**config.mk**
```make
export PLATFORM = sky130hd
export DESIGN_NAME = overwrite_byte_ring_buffer_core
export DESIGN_NICKNAME = d
export VERILOG_FILES = /design/src/rtl/obrb_pkg.sv /design/src/rtl/overwrite_byte_ring_buffer_core.sv
export SDC_FILE = /design/constraint.sdc
export NUM_CORES = 1
export LEC_CHECK = 0
export ABC_AREA = 1
export BUFFER_PORTS_ARGS = -buffer_cell sky130_fd_sc_hd__buf_2
export CAP_MARGIN = 5
export CORE_ASPECT_RATIO = 2
export CORE_MARGIN = 1
export CORE_UTILIZATION = 44
export DETAILED_ROUTE_END_ITERATION = 10
export REMOVE_ABC_BUFFERS = 1
export SLEW_MARGIN = 20
export SYNTH_ARGS = -nofsm -noshare
export SYNTH_HDL_FRONTEND = slang
export SYNTH_SLANG_ARGS = --single-unit
```
**constraint.sdc**
```tcl
create_clock -name clk -period 14.45 [get_ports clk]
set_input_delay 0 -clock clk [delete_from_list [all_inputs] [get_ports clk]]
set_output_delay 0 -clock clk [all_outputs]
set_load 0.01 [all_outputs]
```
**src/rtl/obrb_pkg.sv**
```systemverilog
// ----------------------------------------------------------------------------
// obrb_pkg: shared definitions for the overwriting byte ring buffer
// Operation codes, field widths and the default store depth.
// ----------------------------------------------------------------------------
package obrb_pkg;

  // default number of slots in the byte store
  localparam int unsigned DEPTH_DEFAULT = 64;

  // fixed field widths
  localparam int unsigned FUNC_W  = 3;
  localparam int unsigned DATA_W  = 8;
  localparam int unsigned POS_W   = 6;
  localparam int unsigned CAP_W   = 7;
  localparam int unsigned LEVEL_W = 7;

  // reset value of the capacity register
  localparam logic [CAP_W-1:0] CAP_RESET = 7'd64;

  // operation codes
  typedef enum logic [FUNC_W-1:0] {
    FUNC_PUSH  = 3'd0,
    FUNC_PULL  = 3'd1,
    FUNC_WRITE = 3'd2,
    FUNC_READ  = 3'd3,
    FUNC_CLEAR = 3'd4
  } func_t;

endpackage

```
**src/rtl/overwrite_byte_ring_buffer_core.sv**
```systemverilog
// ----------------------------------------------------------------------------
// overwrite_byte_ring_buffer_core: overwriting byte ring buffer
// Ring buffer of bytes with push, pull, positional read/write and clear.
// ----------------------------------------------------------------------------
// Usage
//   Command channel: an operation (func, data_in, position) is taken at a
//   rising edge with start high and busy low. busy is always low, so one
//   operation can be issued on every clock.
//   Result channel: in the cycle after each operation, done pulses for exactly
//   one cycle with data_out, error, fill_level and is_full. The receiver
//   cannot stall; a result not captured in that cycle is gone.
//   Throughput is one operation per cycle: pointers, valid bits and the store
//   write settle at the command edge, and the byte store's registered read
//   port delivers data with the result.
//   Configuration: cfg_valid/cfg_ready write the capacity register (always
//   ready); each write also clears the buffer. Write it only while idle.
//   Reset: capacity returns to 64, pointers and the wrap flag go to zero and
//   every slot reads as zero. No clearing pass is needed, the valid bits are
//   flip-flops cleared at once.
// ----------------------------------------------------------------------------
module overwrite_byte_ring_buffer_core #(
  parameter int unsigned DEPTH = obrb_pkg::DEPTH_DEFAULT
) (
  input  logic                          clk,
  input  logic                          rst,
  // command transfer
  input  logic                          start,
  output logic                          busy,
  input  logic [obrb_pkg::FUNC_W-1:0]   func,
  input  logic [obrb_pkg::DATA_W-1:0]   data_in,
  input  logic [obrb_pkg::POS_W-1:0]    position,
  // result transfer
  output logic                          done,
  output logic [obrb_pkg::DATA_W-1:0]   data_out,
  output logic                          error,
  output logic [obrb_pkg::LEVEL_W-1:0]  fill_level,
  output logic                          is_full,
  // capacity register write
  input  logic                          cfg_valid,
  output logic                          cfg_ready,
  input  logic [obrb_pkg::CAP_W-1:0]    capacity
);

  localparam int unsigned PW = (DEPTH > 1) ? $clog2(DEPTH) : 1;
  // arithmetic width: holds DEPTH, capacity and any pointer sum
  localparam int unsigned LW = ((PW > obrb_pkg::CAP_W) ? PW : obrb_pkg::CAP_W) + 1;
  localparam logic [LW-1:0] DEPTH_L = LW'(DEPTH);

  // state
  logic [obrb_pkg::CAP_W-1:0]  cap_reg;
  logic [PW-1:0]               wp;
  logic [PW-1:0]               rp;
  logic                        wrap;
  logic [DEPTH-1:0]            slot_valid;
  logic [obrb_pkg::DATA_W-1:0] store [DEPTH];

  // result stage
  logic [obrb_pkg::DATA_W-1:0] rd_data;
  logic                        rd_valid;
  logic                        rd_sel;

  // next values
  logic [PW-1:0]               wp_next;
  logic [PW-1:0]               rp_next;
  logic                        wrap_next;
  logic [PW-1:0]               addr;
  logic                        wr_en;
  logic                        vld_clr;
  logic                        clr_all;
  logic                        err_next;
  logic                        sel_next;
  logic [LW-1:0]               level_next;

  logic                        accept;
  logic                        cfg_write;
  logic [LW-1:0]               cap_eff;
  logic [LW-1:0]               wp_inc;
  logic [LW-1:0]               rp_inc;
  logic [LW-1:0]               slot_sum;
  logic [LW-1:0]               slot_idx;
  logic                        pos_ok;
  logic                        empty;
  logic                        full;

  assign busy      = 1'b0;
  assign cfg_ready = 1'b1;
  assign accept    = start && !busy;
  assign cfg_write = cfg_valid && cfg_ready;

  // capacity in use: zero acts as one, clamp at the store depth
  always_comb begin
    if (cap_reg == '0) begin
      cap_eff = LW'(1);
    end else if (LW'(cap_reg) > DEPTH_L) begin
      cap_eff = DEPTH_L;
    end else begin
      cap_eff = LW'(cap_reg);
    end
  end

  // pointer arithmetic and slot addressing
  always_comb begin
    wp_inc   = LW'(wp) + LW'(1);
    rp_inc   = LW'(rp) + LW'(1);
    pos_ok   = LW'(position) < cap_eff;
    slot_sum = LW'(rp) + LW'(position);
    if (slot_sum >= cap_eff) begin
      slot_idx = slot_sum - cap_eff;
    end else begin
      slot_idx = slot_sum;
    end
    if (slot_idx >= DEPTH_L) begin
      slot_idx = '0;
    end
    empty = !wrap && (wp == rp);
    full  = wrap && (wp == rp);
  end

  // operation decode
  always_comb begin
    wp_next   = wp;
    rp_next   = rp;
    wrap_next = wrap;
    addr      = wp;
    wr_en     = 1'b0;
    vld_clr   = 1'b0;
    clr_all   = 1'b0;
    err_next  = 1'b0;
    sel_next  = 1'b0;
    unique case (func)
      obrb_pkg::FUNC_PUSH: begin
        wr_en = 1'b1;
        if (full) begin
          rp_next = (rp_inc >= cap_eff) ? '0 : rp_inc[PW-1:0];
        end
        if (wp_inc >= cap_eff) begin
          wp_next   = '0;
          wrap_next = 1'b1;
        end else begin
          wp_next = wp_inc[PW-1:0];
        end
      end
      obrb_pkg::FUNC_PULL: begin
        addr = rp;
        if (empty) begin
          err_next = 1'b1;
        end else begin
          sel_next = 1'b1;
          vld_clr  = 1'b1;
          if (rp_inc >= cap_eff) begin
            rp_next   = '0;
            wrap_next = 1'b0;
          end else begin
            rp_next = rp_inc[PW-1:0];
          end
        end
      end
      obrb_pkg::FUNC_WRITE: begin
        addr = slot_idx[PW-1:0];
        if (pos_ok) begin
          wr_en = 1'b1;
        end else begin
          err_next = 1'b1;
        end
      end
      obrb_pkg::FUNC_READ: begin
        addr = slot_idx[PW-1:0];
        if (pos_ok) begin
          sel_next = 1'b1;
        end else begin
          err_next = 1'b1;
        end
      end
      obrb_pkg::FUNC_CLEAR: begin
        clr_all   = 1'b1;
        wp_next   = '0;
        rp_next   = '0;
        wrap_next = 1'b0;
      end
      default: begin
      end
    endcase
    // fill level after the operation
    level_next = (wrap_next ? cap_eff : '0) + LW'(wp_next) - LW'(rp_next);
  end

  // control state: pointers, wrap flag, valid bits, capacity
  always_ff @(posedge clk) begin
    if (rst) begin
      cap_reg    <= obrb_pkg::CAP_RESET;
      wp         <= '0;
      rp         <= '0;
      wrap       <= 1'b0;
      slot_valid <= '0;
    end else if (cfg_write) begin
      cap_reg    <= capacity;
      wp         <= '0;
      rp         <= '0;
      wrap       <= 1'b0;
      slot_valid <= '0;
    end else if (accept) begin
      wp   <= wp_next;
      rp   <= rp_next;
      wrap <= wrap_next;
      if (clr_all) begin
        slot_valid <= '0;
      end else if (wr_en) begin
        slot_valid[addr] <= 1'b1;
      end else if (vld_clr) begin
        slot_valid[addr] <= 1'b0;
      end
    end
  end

  // byte store write port
  always_ff @(posedge clk) begin
    if (accept && wr_en) begin
      store[addr] <= data_in;
    end
  end

  // byte store read port, registered
  always_ff @(posedge clk) begin
    if (accept) begin
      rd_data <= store[addr];
    end
  end

  // result register
  always_ff @(posedge clk) begin
    if (rst) begin
      done <= 1'b0;
    end else begin
      done <= accept;
    end
    if (accept) begin
      rd_valid   <= slot_valid[addr];
      rd_sel     <= sel_next;
      error      <= err_next;
      fill_level <= level_next[obrb_pkg::LEVEL_W-1:0];
      is_full    <= (level_next == cap_eff);
    end
  end

  assign data_out = (rd_sel && rd_valid) ? rd_data : '0;

`ifndef NO_ASSERTIONS
  // every accepted command gives a result in the next cycle
  a_result_follows: assert property (@(posedge clk) disable iff (rst)
    accept && !cfg_write |=> done)
    else $error("result strobe missing after command transfer");

  // an errored operation never returns a byte
  a_error_no_data: assert property (@(posedge clk) disable iff (rst)
    done && error |-> data_out == '0)
    else $error("data returned on errored operation");

  // without a wrap the write pointer never trails the read pointer
  a_pointer_order: assert property (@(posedge clk) disable iff (rst)
    !wrap |-> wp >= rp)
    else $error("write pointer behind read pointer without wrap");

  // pointers stay within the capacity in use
  a_pointer_range: assert property (@(posedge clk) disable iff (rst)
    LW'(wp) < cap_eff && LW'(rp) < cap_eff)
    else $error("pointer beyond capacity");
`endif

endmodule
```
==> Word-level counts from Yosys, hierarchy flattened <==
Memories as Yosys holds them, arrays and structs flattened. A register that Yosys moved wholly into a read port is not among the register bits.
Index checks and enable logic that the tools add are counted.
{ "word_totals": {"ff_bits": 96, "mem_bits_rw": 512, "memories": 1} }
{ "memory_table": {"columns": ["memory", "depth", "width", "rd", "rd_clocked_by_memory_dff", "wr", "line_no", "source"], "rows": [
  ["store", 64, 8, 1, 1, 1, "overwrite_byte_ring_buffer_core.sv:55", "logic [obrb_pkg::DATA_W-1:0] store [DEPTH];"]
]} }
{ "op_classes": {"addsub": 6, "order_cmp": 8, "eq_ne": 6, "muxes": 35, "bitwise": 3, "n_reduce_logical": 12} }
{ "ops": {"columns": ["operator", "n"], "rows": [
  ["$mux 64", 3],
  ["$and 64x64->64", 1],
  ["$not 64->64", 1],
  ["$or 64x64->64", 1],
  ["$mux 8", 4],
  ["$mux 6", 5],
  ["$ge 7x8->1", 3],
  ["$pmux 6 s2", 2],
  ["$pmux 6 s3", 1],
  ["$add 6x1->7 const B", 2],
  ["$mux 1", 13],
  ["$add 8x6->8", 1],
  ["$eq 8x8->1", 1],
  ["$ge 8x7->1 const B", 1],
  ["$lt 6x8->1", 1],
  ["$sub 7x8->8", 1],
  ["$sub 8x6->8", 1],
  ["$add 6x6->7", 1],
  ["$gt 7x7->1 const B", 1],
  ["$logic_not 7->1", 1],
  ["$lt 6x7->1 const B", 1],
  ["$mux 7", 1],
  ["$bmux 1 s6", 1],
  ["$demux 1 s6", 1],
  ["other kinds (13)", 21]
]} }

==> Logic depth before layout (Yosys ltp) <==
Gate-level depths: netlist of run 1.
{ "depth": {"ltp_word": 17, "mapped_depth": 30, "depth_no_buf": 30} }

==> Least setup slack after synthesis of run 1 <==
Ideal clock, no wire load.
{ "synth_timing": {"path_type": "reg2reg", "start": "register rp[2]", "end": "register is_full (data pin)", "arrival_ps": 4355, "t_required_ps": 14192, "path_slack_ps": 9837, "path_stages_with_launch": 30, "n_path_buf": 1, "path_cell_list": "dfxtp_1 > clkbuf_1 > nand3_1 > nor3_1 > xor2_1 > ha_1 > a21o_1 > a21oi_1 > nand2_1 > a21oi_1 > nand3_1 > nand3_1 > o21ai_0 > inv_1 > nand2_1 > ha_1 > inv_1 > ha_1 > inv_1 > fa_1 > o21ai_0 > nand2_1 > nand2_1 > a21oi_1 > xnor2_1 > nand2_1 > o21ai_0 > inv_1 > nand4_1 > nor3_1"} }
{ "synth_via": {"elab_chain_cells": 9, "elab_cells_between_ends": 16} }
{ "synth_rtl": {"columns": ["item", "line_no", "source"], "rows": [
  ["start, declared", "overwrite_byte_ring_buffer_core.sv:52", "logic [PW-1:0] rp;"],
  ["start signal, assigned", "overwrite_byte_ring_buffer_core.sv:203", "rp <= rp_next;"],
  ["$add 6x1->7", "overwrite_byte_ring_buffer_core.sv:104", "rp_inc = LW'(rp) + LW'(1);"],
  ["$ge 7x8->1", "overwrite_byte_ring_buffer_core.sv:134, overwrite_byte_ring_buffer_core.sv:150", null],
  ["$mux 1", "overwrite_byte_ring_buffer_core.sv:150", "if (rp_inc >= cap_eff) begin"],
  ["$mux 1", "overwrite_byte_ring_buffer_core.sv:145", "if (empty) begin"],
  ["$pmux 1 s3", "overwrite_byte_ring_buffer_core.sv:130", "unique case (func)"],
  ["$mux 8", "overwrite_byte_ring_buffer_core.sv:184", "level_next = (wrap_next ? cap_eff : '0) + LW'(wp_next) - LW'(rp_next);"],
  ["$add 8x6->8", "overwrite_byte_ring_buffer_core.sv:184", null],
  ["$sub 8x6->8 *", "overwrite_byte_ring_buffer_core.sv:184", null],
  ["net level_next[6]", "overwrite_byte_ring_buffer_core.sv:72", "logic [LW-1:0] level_next;"],
  ["$eq 8x8->1 *", "overwrite_byte_ring_buffer_core.sv:241", "is_full <= (level_next == cap_eff);"],
  ["end signal, assigned", "overwrite_byte_ring_buffer_core.sv:241", null],
  ["end, declared", "overwrite_byte_ring_buffer_core.sv:37", "output logic is_full,"]
]} }
The timed path passes the listed nets; every way through them passes the cells marked *.
A chain may end at the register's enable or synchronous reset.

==> Worst setup path after layout of run 1 <==
{ "layout_timing": {"start": "register rp[0]", "end": "register rd_data[3] in the netlist's numbering, read port of store (data pin)"} }
{ "layout_via": {"elab_chain_cells": 6, "elab_cells_between_ends": 7} }
{ "layout_rtl": {"columns": ["item", "line_no", "source"], "rows": [
  ["$add 6x6->7", "overwrite_byte_ring_buffer_core.sv:106", "slot_sum = LW'(rp) + LW'(position);"],
  ["$sub 7x8->8 / $ge 7x8->1 (equally long branches)", "overwrite_byte_ring_buffer_core.sv:108, overwrite_byte_ring_buffer_core.sv:107", null],
  ["$mux 8", "overwrite_byte_ring_buffer_core.sv:107", "if (slot_sum >= cap_eff) begin"],
  ["$ge 8x7->1", "overwrite_byte_ring_buffer_core.sv:112", "if (slot_idx >= DEPTH_L) begin"],
  ["$mux 6", "overwrite_byte_ring_buffer_core.sv:112", null],
  ["$pmux 6 s2 *", "overwrite_byte_ring_buffer_core.sv:130", null],
  ["end, declared", "overwrite_byte_ring_buffer_core.sv:58", "logic [obrb_pkg::DATA_W-1:0] rd_data;"]
]} }
Mark *: on every way between the ends. The rest lies on a longest branch, timed or not.

==> results by group, run 1 <==
Worst setup path
  • Crit Path Class: flip-flop to flip-flop
  • CP Launch Point: rp[0]
  • Req. time, crit path: 14.97 ns
  • Startpoint types: flip-flop
  • Worst r2r src: rp[0]
  • Worst reg2reg path depth: 27
  • Critical-path maximum fanout: 110
  • R2r endpoint: rd_data[3]
  • FF-to-FF setup slack: 7.76 ns
  • CP Capture Type: flip-flop
  • Worst Path Arrival: 7.20 ns

Global routing
  • GRT Residual Overflow: 0
  • Vias in the first global route: 22,501
  • Largest net degree at the start of global routing: 111
  • Global-route wire length before repair: 134,000 um
  • Initial antenna violation count: 0
  • Gr usage total: 26.5%

Placed design
  • RD Place Congestion: 0.956
  • Placed Area: 30,300 um^2
  • Buffers added on ports: 45
  • DP HPWL: 55,800 um

Floorplan
  • Core box area: 66,100 um^2
  • Die area: 68,100 um^2
  • I/O pin total: 48
  • Starting Density: 44.6%
  • Die Span Y: 368 um
  • Die extent in x: 185 um
  • FP Rows: 133

Min path
  • Worst hold stages: 2
  • Hold/Removal Path Class: input pin to flip-flop
  • Hold endpoint: rp[2]
  • Min-delay src: start

Clock network
  • CTS Hold Bufs: 24
  • Total CTS buffers: 54
  • H-Tree Depth: 2
  • Sink Count: 616
  • Clock slew at reported path FFs: 0.07 ns
  • Clock Latency Late Sink: 0.64 ns
  • Number of buffers inserted by post-CTS setup repair: 0
  • Post-CTS sizing: 0
  • CTS tree: done
  • Root buffer cell: clkbuf_16
  • Clk buf depth: 3

Synthesis
  • Mapped Area: 29,500 um^2
  • Post-synth EDFFs: 531
  • Ys async rst share: 0%
  • Post-Synthesis Cells: 3,259
  • Synth warnings: 0
  • Sequential-to-total area share from yosys stat: 59.9%
  • Synth Register Bits: 616
  • Most used DFF post-synth: edfxtp_1
  • Distinct cell type count of the synthesized netlist: 50
  • Syn Area/Cell: 9.04 um^2

Drt
  • Post-Route WL: 88,600 um
  • DRC marker count from the first detailed-route iteration: 1,717
  • Drt drc: 0
  • DR vias/cell: 5.34
  • Routed len/inst: 21.2 um
  • DRT antenna net count: 0
  • Via count: 22,334
  • Pre-antenna DRT Iters: 5

Timing
  • Final Max Slew Viols: 0
  • Layout Skew: 0.0270 ns
  • RSZ-0062 raised after global routing: false
  • Part of the cycle the worst path needs: 46.3%
  • Setup_tns: 0 ns
  • Final worst path period need: 6.69 ns
  • Fmax: 0.150 GHz
  • Worst slew margin: 27.4%
  • Final hold violation count: 0
  • Final setup violation count: 0
  • Worst-Margin Slew: 1.09 ns

Power and ir drop
  • Internal power: 0.00288 W
  • Switch share: 27.9%
  • Clock share of power: 37.2%
  • Peak VDD IR: 0.000110 V
  • Comb power frac: 13.7%
  • Sequential power share: 49.1%
  • LEAKAGE: 13.5 nW
  • NetSw: 0.00111 W
  • Power per cell area: 123 nW/um^2

Layout
  • Largest Register: store
  • Proportion of layout cells with a drive suffix above 1: 9.04%
  • Nets: 3,344
  • Fillers: 6,151
  • Ant diodes: 0
  • Design Area, Final: 32,500 um^2
  • Number of flip-flops in the largest register: 512
  • Top Registers: store: 512 flops, slot_valid: 64 flops, rd_data: 8 flops
  • Area growth, synth to finish: 10.2%

Status
  • Status: complete, no violations

Run
  • Max_cap viols: 0
[power groups by stage]
stage	clock, W	sequential [W]	combinational [W]
2_1_floorplan	0	0.00200	0.000319
3_3_place_gp	0	0.00200	0.000527
3_5_place_dp	0	0.00200	0.000534
4_1_cts	0.00150	0.00196	0.000542
5_1_grt	0.00157	0.00196	0.000599
6_report	0.00148	0.00196	0.000547
[cells by family after synthesis]
logic type,count (synthesis),synth area share (%)
compound gates,237,4.33
flops,616,59.9
xor+xnor,20,0.594
simple gates,2053,28.1
other cells,2,0.0255
fa+ha+maj,50,2.33
buf+inv,281,4.72
[cells in the mapped netlist, types with 5 or more instances]
library cell	instances	share of area (%)
nor2_2	15	0.32
nand3_2	5	0.17
o21ai_1	30	0.51
inv_4	6	0.13
a21oi_1	93	1.6
dfxtp_1	85	5.8
nand4_1	19	0.40
ha_1	42	1.8
inv_2	11	0.14
fa_1	8	0.54
edfxtp_1	531	54
buf_1	17	0.22
xor2_1	16	0.48
nand2_4	5	0.19
buf_6	19	0.73
nand3_1	56	0.95
nand2_2	7	0.15
buf_2	85	1.4
nand2_1	1666	21
clkbuf_1	24	0.31
buf_4	15	0.38
nor2_1	187	2.4
o21ai_0	78	1.3
nor2_4	5	0.19
inv_1	101	1.3
nor3_1	67	1.1
nor2_8	7	0.48
a31oi_1	18	0.38
[metrics by stage]
stage,power (W),std cells,util (%),hold WS (ns),worst slack (ns)
2_1_floorplan,0.00232,3098,-,0.0724,7.35
3_3_place_gp,0.00252,4063,45.8,0.231,7.92
3_5_place_dp,0.00253,4063,45.9,0.239,7.83
4_1_cts,0.00400,4183,48.9,0.00801,7.85
5_1_grt,0.00412,4183,49.2,0.0382,7.32
6_report,0.00399,4183,49.2,0.0288,7.76
[cell type report]
class	instances	area, um^2	area share [%]
clock buffers	61	1400	4.30
multi-input cells	2362	10700	33.0
clock inverters	35	377	1.16
flip-flops and latches	616	17600	54.3
repair buffers	112	792	2.44
inverters	120	470	1.45
well taps	877	1100	3.38
[per-layer routing]
layer / vias up / GRT usage [%] / wire [um]
met5: - / 0 / 0
met4: 0 / 20.6 / 7360
met3: 261 / 3.37 / 4690
met2: 736 / 47.5 / 46100
met1: 10708 / 27.7 / 30500
li1: 10629 / - / -
[critical path, cell delays in order, from the launching register on]
cell and delay [ns]:
dfxtp_1 0.44, ha_1 0.29, fa_1 0.43, a31oi_1 0.20
xor2_1 0.18, inv_1 0.07, ha_1 0.39, nand2_2 0.09
nor2_1 0.18, nand2_1 0.13, nand3_1 0.09, nand2_1 0.05
nand2_1 0.10, nand2_1 0.07, nand2_2 0.10, nand3_2 0.11
nand2_4 0.25, nand2_8 0.49, inv_8 0.75, buf_4 0.78
nand2_1 0.10, nand2_1 0.10, nand2_1 0.06, nand2_1 0.20
o21ai_0 0.38, nand2_1 0.19, nor2_1 0.05, nand2_1 0.06
[worst max path at each step]
stage,end,slack [ns],cells past startpoint
6_report,rd_data[3],7.76,27
5_1_grt,rd_data[3],7.32,27
4_1_cts,rd_data[3],7.85,27
3_5_place_dp,rd_data[3],7.83,27
3_3_place_gp,rd_data[3],7.92,27
2_1_floorplan,store[16][0],7.35,20
[layout by cell type (no fill, tap or decap), drive strengths merged, types with 4 or more instances in the layout]
master,instances
xnor2,4
nor3,69
dlygate4sd3,24
ha,42
clkbuf,61
nor2,214
fa,8
dfxtp,85
xor2,16
a31oi,18
nand2,1678
a21oi,94
o21ai,111
inv,123
buf,88
nand3,64
bufinv,5
clkinv,24
nand4,19
edfxtp,531
No activity file was read; power rests on OpenSTA's default activity.
==> run 2: changes to the inputs <==
--- a/config.mk
+++ b/config.mk
@@ -5,7 +5,7 @@
 export SDC_FILE = /design/constraint.sdc
 export NUM_CORES = 1
 export LEC_CHECK = 0
-export ABC_AREA = 1
+export ABC_AREA = 0
 export BUFFER_PORTS_ARGS = -buffer_cell sky130_fd_sc_hd__buf_2
 export CAP_MARGIN = 5
 export CORE_ASPECT_RATIO = 2
==> constraint.sdc (replaced) <==
create_clock -name clk -period 6.25 [get_ports clk]
set_input_delay 0 -clock clk [delete_from_list [all_inputs] [get_ports clk]]
set_output_delay 0 -clock clk [all_outputs]
set_load 0.01 [all_outputs]
==> run 2 against run 1 <==
Compared with the run above:
- critical endpoint is now rd_data[2]
- critical path depth decreased by 12
- synthesized cell count shrank 26%
- synthesized area is 7.2% lower
- flip-flop and latch count is the same
- fmax grew 14%
- largest cell class unchanged
==> results by group, run 2 <==
Layout
  • Commonest cells after routing, fill and taps aside: nand2_1 (560), edfxtp_1 (531), nand3_1 (195), a21oi_1 (164), buf_4 (105) (was nand2_1 (1,664), edfxtp_1 (531), nor2_1 (186), inv_1 (100), a21oi_1 (93))
  • Area growth, synth to finish: 12.9% (was 10.2%)
  • Proportion of layout cells with a drive suffix above 1: 10.9% (was 9.04%)
  • Fillers: 5,388 (was 6,151)
  • Nets: 2,569 (was 3,344)
  • Post-layout util: 50.5% (was 49.2%)
  • Non-Filler Instances: 3,313 (was 4,183)
  • Ant diodes: 0 (unchanged)
  • Largest Register: store (unchanged)
  • Top Registers: store: 512 flops, slot_valid: 64 flops, rd_data: 8 flops (unchanged)
  • Commonest non-fill, non-tap cell in the layout: nand2_1 (unchanged)
  • Number of flip-flops in the largest register: 512 (unchanged)

Clock network
  • Root buffer cell: clkbuf_16 (unchanged)
  • Clock Latency Late Sink: 0.63 ns (was 0.64 ns)
  • CTS tree: done (unchanged)
  • Total CTS buffers: 53 (was 54)
  • Sink Count: 616 (unchanged)
  • Clock slew at reported path FFs: 0.07 ns (about the same)
  • H-Tree Depth: 2 (unchanged)
  • Clk buf depth: 3 (unchanged)

Worst setup path
  • CP Capture Type: flip-flop (unchanged)
  • Critical-path maximum fanout: 13 (was 110)
  • Req. time, crit path: 6.62 ns (was 14.97 ns)
  • Startpoint types: flip-flop (unchanged)
  • Worst Path Arrival: 6.22 ns (was 7.20 ns)
  • Crit Path Class: flip-flop to flip-flop (unchanged)

Synthesis
  • Most frequent cell after synthesis: nand2_1 (unchanged)
  • Post-synth EDFFs: 531 (unchanged)
  • Sequential-to-total area share from yosys stat: 64.6% (was 59.9%)
  • Distinct cell type count of the synthesized netlist: 76 (was 50)
  • Post-synth top area share: 58.3% (was 54.1%)
  • Synth Register Bits: 616 (unchanged)
  • Syn Area/Cell: 11.4 um^2 (was 9.04 um^2)
  • Ys async rst share: 0% (unchanged)
  • Post-Synthesis Cells: 2,405 (was 3,259)
  • Post-synth top cells: nand2_1 (561), edfxtp_1 (531), nand3_1 (195) (was nand2_1 (1,666), edfxtp_1 (531), nor2_1 (187))
  • Mapped Area: 27,300 um^2 (was 29,500 um^2)
  • Most used DFF post-synth: edfxtp_1 (unchanged)
  • Synth warnings: 0 (unchanged)
  • Yosys top cell by area: edfxtp_1 (unchanged)
  • Top area cells in the synthesized netlist: edfxtp_1 (58%), nand2_1 (7.7%), dfxtp_1 (6.2%), nand3_1 (3.6%), a21oi_1 (3.0%) (was edfxtp_1 (54%), nand2_1 (21%), dfxtp_1 (5.8%), nor2_1 (2.4%), ha_1 (1.8%))

Timing
  • Final worst path period need: 5.86 ns (was 6.69 ns)
  • Part of the cycle the worst path needs: 93.7% (was 46.3%)
  • Worst-Margin Slew: 0.981 ns (was 1.09 ns)
  • Layout Skew: 0.0370 ns (was 0.0270 ns)
  • Worst slew margin: 34.6% (was 27.4%)
  • RSZ-0062 raised after global routing: false (unchanged)
  • Worst setup margin: 0.395 ns (was 7.76 ns)
  • Fmax: 0.171 GHz (was 0.150 GHz)
  • Final Hold Slack: 0.0928 ns (was 0.0288 ns)
  • Final hold violation count: 0 (unchanged)
  • Final setup violation count: 0 (unchanged)
  • Final Max Slew Viols: 0 (unchanged)

Floorplan
  • Die Span Y: 355 um (was 368 um)
  • Core box area: 61,200 um^2 (was 66,100 um^2)
  • Die area: 63,200 um^2 (was 68,100 um^2)
  • Starting Density: 44.7% (was 44.6%)
  • I/O pin total: 48 (unchanged)
  • Die extent in x: 178 um (was 185 um)
  • FP Rows: 128 (was 133)

Global routing
  • Global-route wire length before repair: 128,000 um (was 134,000 um)
  • GRT Residual Overflow: 0 (unchanged)
  • Gr usage total: 27.9% (was 26.5%)
  • Largest net degree at the start of global routing: 76 (was 111)
  • Initial antenna violation count: 3 (was 0)
  • Vias in the first global route: 19,756 (was 22,501)

Power and ir drop
  • Total power: 0.00876 W (was 0.00399 W)
  • Peak VDD IR: 0.000231 V (was 0.000110 V)
  • Power per cell area: 284 nW/um^2 (was 123 nW/um^2)
  • LEAKAGE: 11.2 nW (was 13.5 nW)

Run
  • Max_cap viols: 0 (unchanged)

Drt
  • DRT antenna net count: 0 (unchanged)
  • Post-Route WL: 87,000 um (was 88,600 um)
  • Drt drc: 0 (unchanged)
  • Routed len/inst: 26.2 um (was 21.2 um)
  • Via count: 19,591 (was 22,334)
  • DR vias/cell: 5.91 (was 5.34)
  • Pre-antenna DRT Iters: 5 (unchanged)
  • DRC marker count from the first detailed-route iteration: 1,664 (was 1,717)

Placed design
  • Inst Count DP: 3,189 (was 4,063)
  • Setup Slack @ Placement: 0.298 ns (was 7.83 ns)
  • Buffers added on ports: 45 (unchanged)
  • DP HPWL: 58,000 um (was 55,800 um)
  • RD Place Congestion: 0.926 (was 0.956)

Status
  • Status: complete, no violations (unchanged)

Min path
  • Hold/Removal Path Class: input pin to flip-flop (unchanged)
## run 2: layout make-up
cell class | count | area [um^2] | area share, %
Inverter | 89 | 334 | 1.08
Multi-Input combinational cell | 1541 | 8750 | 28.3
Tap cell | 780 | 976 | 3.16
Clock buffer | 75 | 1480 | 4.80
Clock inverter | 22 | 141 | 0.458
Timing Repair Buffer | 190 | 1540 | 5.00
Sequential cell | 616 | 17600 | 57.2
## run 2: metal layers
layer / part of all wire [%] / global-route usage [%] / vias to the layer above
met3: 5.4 / 3.50 / 247
li1: - / - / 8903
met4: 7.4 / 18.8 / 4
met1: 35 / 30.4 / 9676
met5: 0.029 / 0 / -
met2: 52 / 49.8 / 761
## run 2: report_power, final
group          switching (W)  internal [W]  leakage [nW]
Clock                0.00152       0.00166         0.798
Combinational       0.000729      0.000337          4.91
Sequential         0.0000186       0.00450          5.48
Total                0.00227       0.00649          11.2
## run 2: cell families after synthesis
family	share of synthesized area (%)
muxes	2.79
other	0.0275
adders and majority gates	2.51
xor gates and xnor gates	1.09
buffers and inverters	3.74
and+or+nand+nor	15.3
DFF	64.6
AOI/OAI and AO/OA	10.0
## run 2: worst max-delay path, cell delays in order (launching register included)
cell and delay, ns:
dfxtp_1 0.44, ha_1 0.29, fa_1 0.40, a21o_1 0.20, and4_4 0.21, a211o_1 0.26, ha_1 0.35, or4b_1 0.46
nand4_1 0.29, a21oi_2 0.19, a21oi_4 0.69, mux4_2 0.60, and2_0 0.17, a31oi_1 0.35, o22ai_1 0.19, or4_1 0.52
## run 2: repair_timing
item	CTS	global route
setup buffers	0	0
endpoints found under the hold margin	16	0
hold buffers	27	0
gates resized for setup	0	1
setup endpoints to repair	0	3
## run 2: path summary, 6_finish.rpt
| check | startpoint | cells past startpoint | end | slack (ns) |
|---|---|---|---|---|
| min reg2reg | slot_valid[14] | 2 | slot_valid[14] | 0.48 |
| min | data_in[2] | 2 | store[18][2] | 0.09 |
| max reg2reg | rp[0] | 15 | rd_data[2] | 0.39 |
| max | rp[0] | 15 | rd_data[2] | 0.39 |
## run 2: metrics by stage
step                      TNS, ns  area, um^2
after floorplan           -805.45       26600
after global placement          0       29000
after CTS                       0       30900
final                           0       30900
after global routing            0       30900
after detailed placement        0       29000
